### config.mk
export PLATFORM = sky130hd
export DESIGN_NAME = bir_mac
export DESIGN_NICKNAME = d
export VERILOG_FILES = /design/src/bilinear_image_resize_defines.svh /design/src/bir_pkg.sv /design/src/bir_mac.sv
export SDC_FILE = /design/constraint.sdc
export NUM_CORES = 1
export LEC_CHECK = 0
export ABC_AREA = 1
export ABC_CLOCK_PERIOD_IN_PS = 7610
export BUFFER_PORTS_ARGS = -buffer_cell sky130_fd_sc_hd__buf_2
export CAP_MARGIN = 30
export CELL_PAD_IN_SITES_DETAIL_PLACEMENT = 0
export CELL_PAD_IN_SITES_GLOBAL_PLACEMENT = 1
export CORE_MARGIN = 10
export CORE_UTILIZATION = 43
export DETAILED_ROUTE_END_ITERATION = 10
export PLACE_DENSITY = 0.85
export REMOVE_ABC_BUFFERS = 1
export SKIP_CTS_REPAIR_TIMING = 1
export SLEW_MARGIN = 20
export SYNTH_ARGS = -nofsm -noshare
export SYNTH_HDL_FRONTEND = slang
export SYNTH_SLANG_ARGS = --single-unit
### constraint.sdc
create_clock -name clk -period 7.61 [get_ports clk]
set_input_delay 1.9025 -clock clk [delete_from_list [all_inputs] [get_ports clk]]
set_output_delay 1.9025 -clock clk [all_outputs]
set_load 0.01 [all_outputs]
### src/bilinear_image_resize_defines.svh
// Assertion macros for the bilinear resize block.
`ifndef BILINEAR_IMAGE_RESIZE_DEFINES_SVH
`define BILINEAR_IMAGE_RESIZE_DEFINES_SVH
`ifndef SYNTHESIS
// Checked on every rising edge outside reset.
`define BIR_ASSERT(label, prop) \
    label: assert property (@(posedge clk) disable iff (!rst_n) prop) \
        else $error("bir: assertion failed");
// Antecedent in one cycle, consequent in the next.
`define BIR_ASSERT_NEXT(label, ante, cons) \
    label: assert property (@(posedge clk) disable iff (!rst_n) (ante) |=> (cons)) \
        else $error("bir: assertion failed");
`else
`define BIR_ASSERT(label, prop)
`define BIR_ASSERT_NEXT(label, ante, cons)
`endif
`endif

### src/bir_pkg.sv
// Shared types and constants of the bilinear resize block.
`timescale 1ns / 1ps
package bir_pkg;

    localparam int PIX_W     = 16;
    localparam int COORD_W   = 12;
    localparam int PLANE_W   = 2;
    localparam int CMD_W     = 1;
    localparam int CFG_IDX_W = 3;
    localparam int CFG_DATA_W = 24;
    localparam int SRC_DIM_W = 9;
    localparam int CH_W      = 2;
    localparam int DST_DIM_W = 13;
    localparam int SCALE_W   = 24;

    // Shared multiply-add operand widths.
    localparam int MAC_A_W = 25;
    localparam int MAC_B_W = 17;
    localparam int MAC_W   = 43;

    localparam logic [CMD_W-1:0] CMD_WRITE   = 1'b0;
    localparam logic [CMD_W-1:0] CMD_COMPUTE = 1'b1;

    localparam logic [CFG_IDX_W-1:0] CFG_SRC_WIDTH     = 3'd0;
    localparam logic [CFG_IDX_W-1:0] CFG_SRC_HEIGHT    = 3'd1;
    localparam logic [CFG_IDX_W-1:0] CFG_CHANNEL_COUNT = 3'd2;
    localparam logic [CFG_IDX_W-1:0] CFG_DST_WIDTH     = 3'd3;
    localparam logic [CFG_IDX_W-1:0] CFG_DST_HEIGHT    = 3'd4;
    localparam logic [CFG_IDX_W-1:0] CFG_X_SCALE       = 3'd5;
    localparam logic [CFG_IDX_W-1:0] CFG_Y_SCALE       = 3'd6;

    typedef struct packed {
        logic signed [MAC_A_W-1:0] a;
        logic signed [MAC_B_W-1:0] b;
        logic signed [MAC_W-1:0]   addend;
    } mac_op_t;

endpackage

### src/bir_mac.sv
// Shared signed multiply-add unit with registered result.
`timescale 1ns / 1ps
module bir_mac import bir_pkg::*;
(
    input  logic                    clk,
    input  mac_op_t                 op,
    output logic signed [MAC_W-1:0] res
);

    logic signed [MAC_A_W+MAC_B_W-1:0] prod;
    logic signed [MAC_W-1:0]           res_reg;

    assign prod = op.a * op.b;

    always_ff @(posedge clk)
    begin
        res_reg <= op.addend + MAC_W'(prod);
    end

    assign res = res_reg;

endmodule

==> run metrics <==
Post-Place Cells 3136; # setup viols final 0; CP Capture Type flip-flop; TritonCTS clock tree done; CTS Buffer Depth 2; die height 231 um; status finished, final reports clean; sequential-to-total area share from yosys stat 4.49%; Max transition margin 55.2%; HPWL after DPL 46.1 mm; cell count after synthesis 2475; gr usage total 20.1%; Max Cap Violations 0; WS Path Type in2reg; Synth top area share 49.6%; area leader, netlist fa_1; number of port buffers 128; Async S/R FF share, synth 0%; First-pass DRT Iterations 5; max reg flops 43; Fin. Hold Viols 0; pin count of the biggest net entering global routing 26; layout cells sized above 1 7.68%; number of synthesized flops with an enable pin 0; CP cell instances buf_2, nand2_1, fa_1, inv_1, fa_1, inv_1, fa_1, inv_1, fa_1, fa_1, inv_1, fa_1, inv_1, ha_1, nand2_1, nor2_1, nand2_1, o21bai_1, nand2_1, nand3_1, nand2_1; worst-path fanout max 25; post-synthesis sequential element count 43; Post-synth top cells 827 x inv_1, 657 x nand2_1, 475 x fa_1, 120 x ha_1, 98 x clkbuf_1; Hold Crit Class in2reg; DR WL/cell 16.4 um; final worst path period need 7.22 ns; first-pass GRT wire length 86.0 mm; Top FF cell, synth dfxtp_1; initial antenna violation count 0; I/O pins 129; TritonCTS buffer count 5; mean post-synth cell area 7.74 um^2; H-tree Lvls 2; Die ar. 53400 um^2; delay of the slowest critical-path stage 0.57 ns; most frequent CP cell fa_1; Fmax 139 MHz; Worst setup SP type input pin; Mapped Area 19200 um^2; core area 44100 um^2; Crit. Startpoint op[51]; Final GP Congestion 0.942; remaining routing DRC violations 0; final WL 51.4 mm; Starting Density 43.4%; Post-Layout Cell Count 3144; synth top area cells fa_1 50%, inv_1 16%, nand2_1 13%; total gr overflow 0; period utilisation layout 94.9%; root buffer cell clkbuf_16; Final Max Tran Viols 0; Worst-path clk slew 0.06 ns; measured slew at the worst slew-check pin 0.672 ns; Iter 0 DRT Violations 843; post-route ant nets 0; diode count 0; vias in the first global route 16755; total negative setup slack 0 ns; vias after detailed routing 14871; Req. time, crit path 7.77 ns; hold path depth 2; Warnings, synthesis 0; cell with the most instances after synthesis inv_1; # rows 77; CP Data Arrival Time 7.38 ns; Max stage delay cell, worst path fa_1; vias per cell 4.73; Layout Area Growth over Synthesis 7.96%; Distinct cells, synth 32; Hold Startpoint op[0]; chip width 231 um; unrepaired setup endpoints after global routing false; # nets final 3232; clock sinks 43
-- worst max-delay path, delay by kind of cell --
| kind | cells | cell delay (ns) |
|---|---|---|
| fa+ha+maj | 7 | 3.38 |
| buf+inv | 6 | 0.73 |
| compound gates | 1 | 0.38 |
| simple gates | 7 | 0.95 |
-- layout by cell type (no fill, tap or decap), types with 2 or more instances in the layout --
master,synthesis,layout
a21oi_1,33,33
a21oi_2,2,2
buf_12,0,3
buf_2,0,128
buf_4,0,38
clkbuf_16,0,5
dfxtp_1,43,43
fa_1,475,475
ha_1,120,120
inv_1,827,827
nand2_1,657,657
nand2_2,5,5
nand3_1,49,49
nand4_1,11,11
nor2_1,90,90
nor2_4,2,2
o21ai_0,8,8
o21bai_1,10,10
or2_2,5,5
xnor2_1,7,7
xor2_1,18,18
-- cells by family (layout without fill, tap and decap cells) --
group	count (synthesis)	in the layout	share of synthesized area, %
buf+inv	927	1004	18.2
xor+xnor	25	25	1.14
flops	43	43	4.49
fa+ha+maj	595	595	57.4
simple gates	827	827	17.0
compound gates	58	58	1.76
-- worst paths after layout --
path	endpoint	slack (ns)
setup / recovery	res[34]	0.39
hold / removal	res[0]	1.84
-- final cells by class --
| class | count | area, um^2 |
|---|---|---|
| well taps | 592 | 741 |
| fillers | 4489 | 23400 |
| flip-flops and latches | 43 | 861 |
| inverters | 827 | 3100 |
| clock buffers | 6 | 139 |
| clock inverters | 2 | 35.0 |
| repair buffers | 169 | 986 |
| multi-input cells | 1505 | 14800 |
-- per-layer routing --
metal	vias up	track usage [%]	share of wire, %
met3	84	2.70	6.6
met1	7341	25.6	42
met4	0	5.32	2.7
met5	-	0	0
met2	520	35.2	49
li1	6926	-	-
-- through the flow --
stage                     hold WS, ns  instance area, um^2  worst slack, ns  util [%]
after CTS                        1.84                20700            0.406      46.9
after global routing             1.85                20700           0.0860      46.9
after global placement           2.13                20500            0.151      46.5
final                            1.84                20700            0.391      46.9
after detailed placement         2.14                20500            0.111      46.5
after floorplan                  2.03                18800            0.813         -
Power is left out: the tool's default activity adds up to more than one toggle a clock period on the data nets, which glitch-free logic cannot reach.
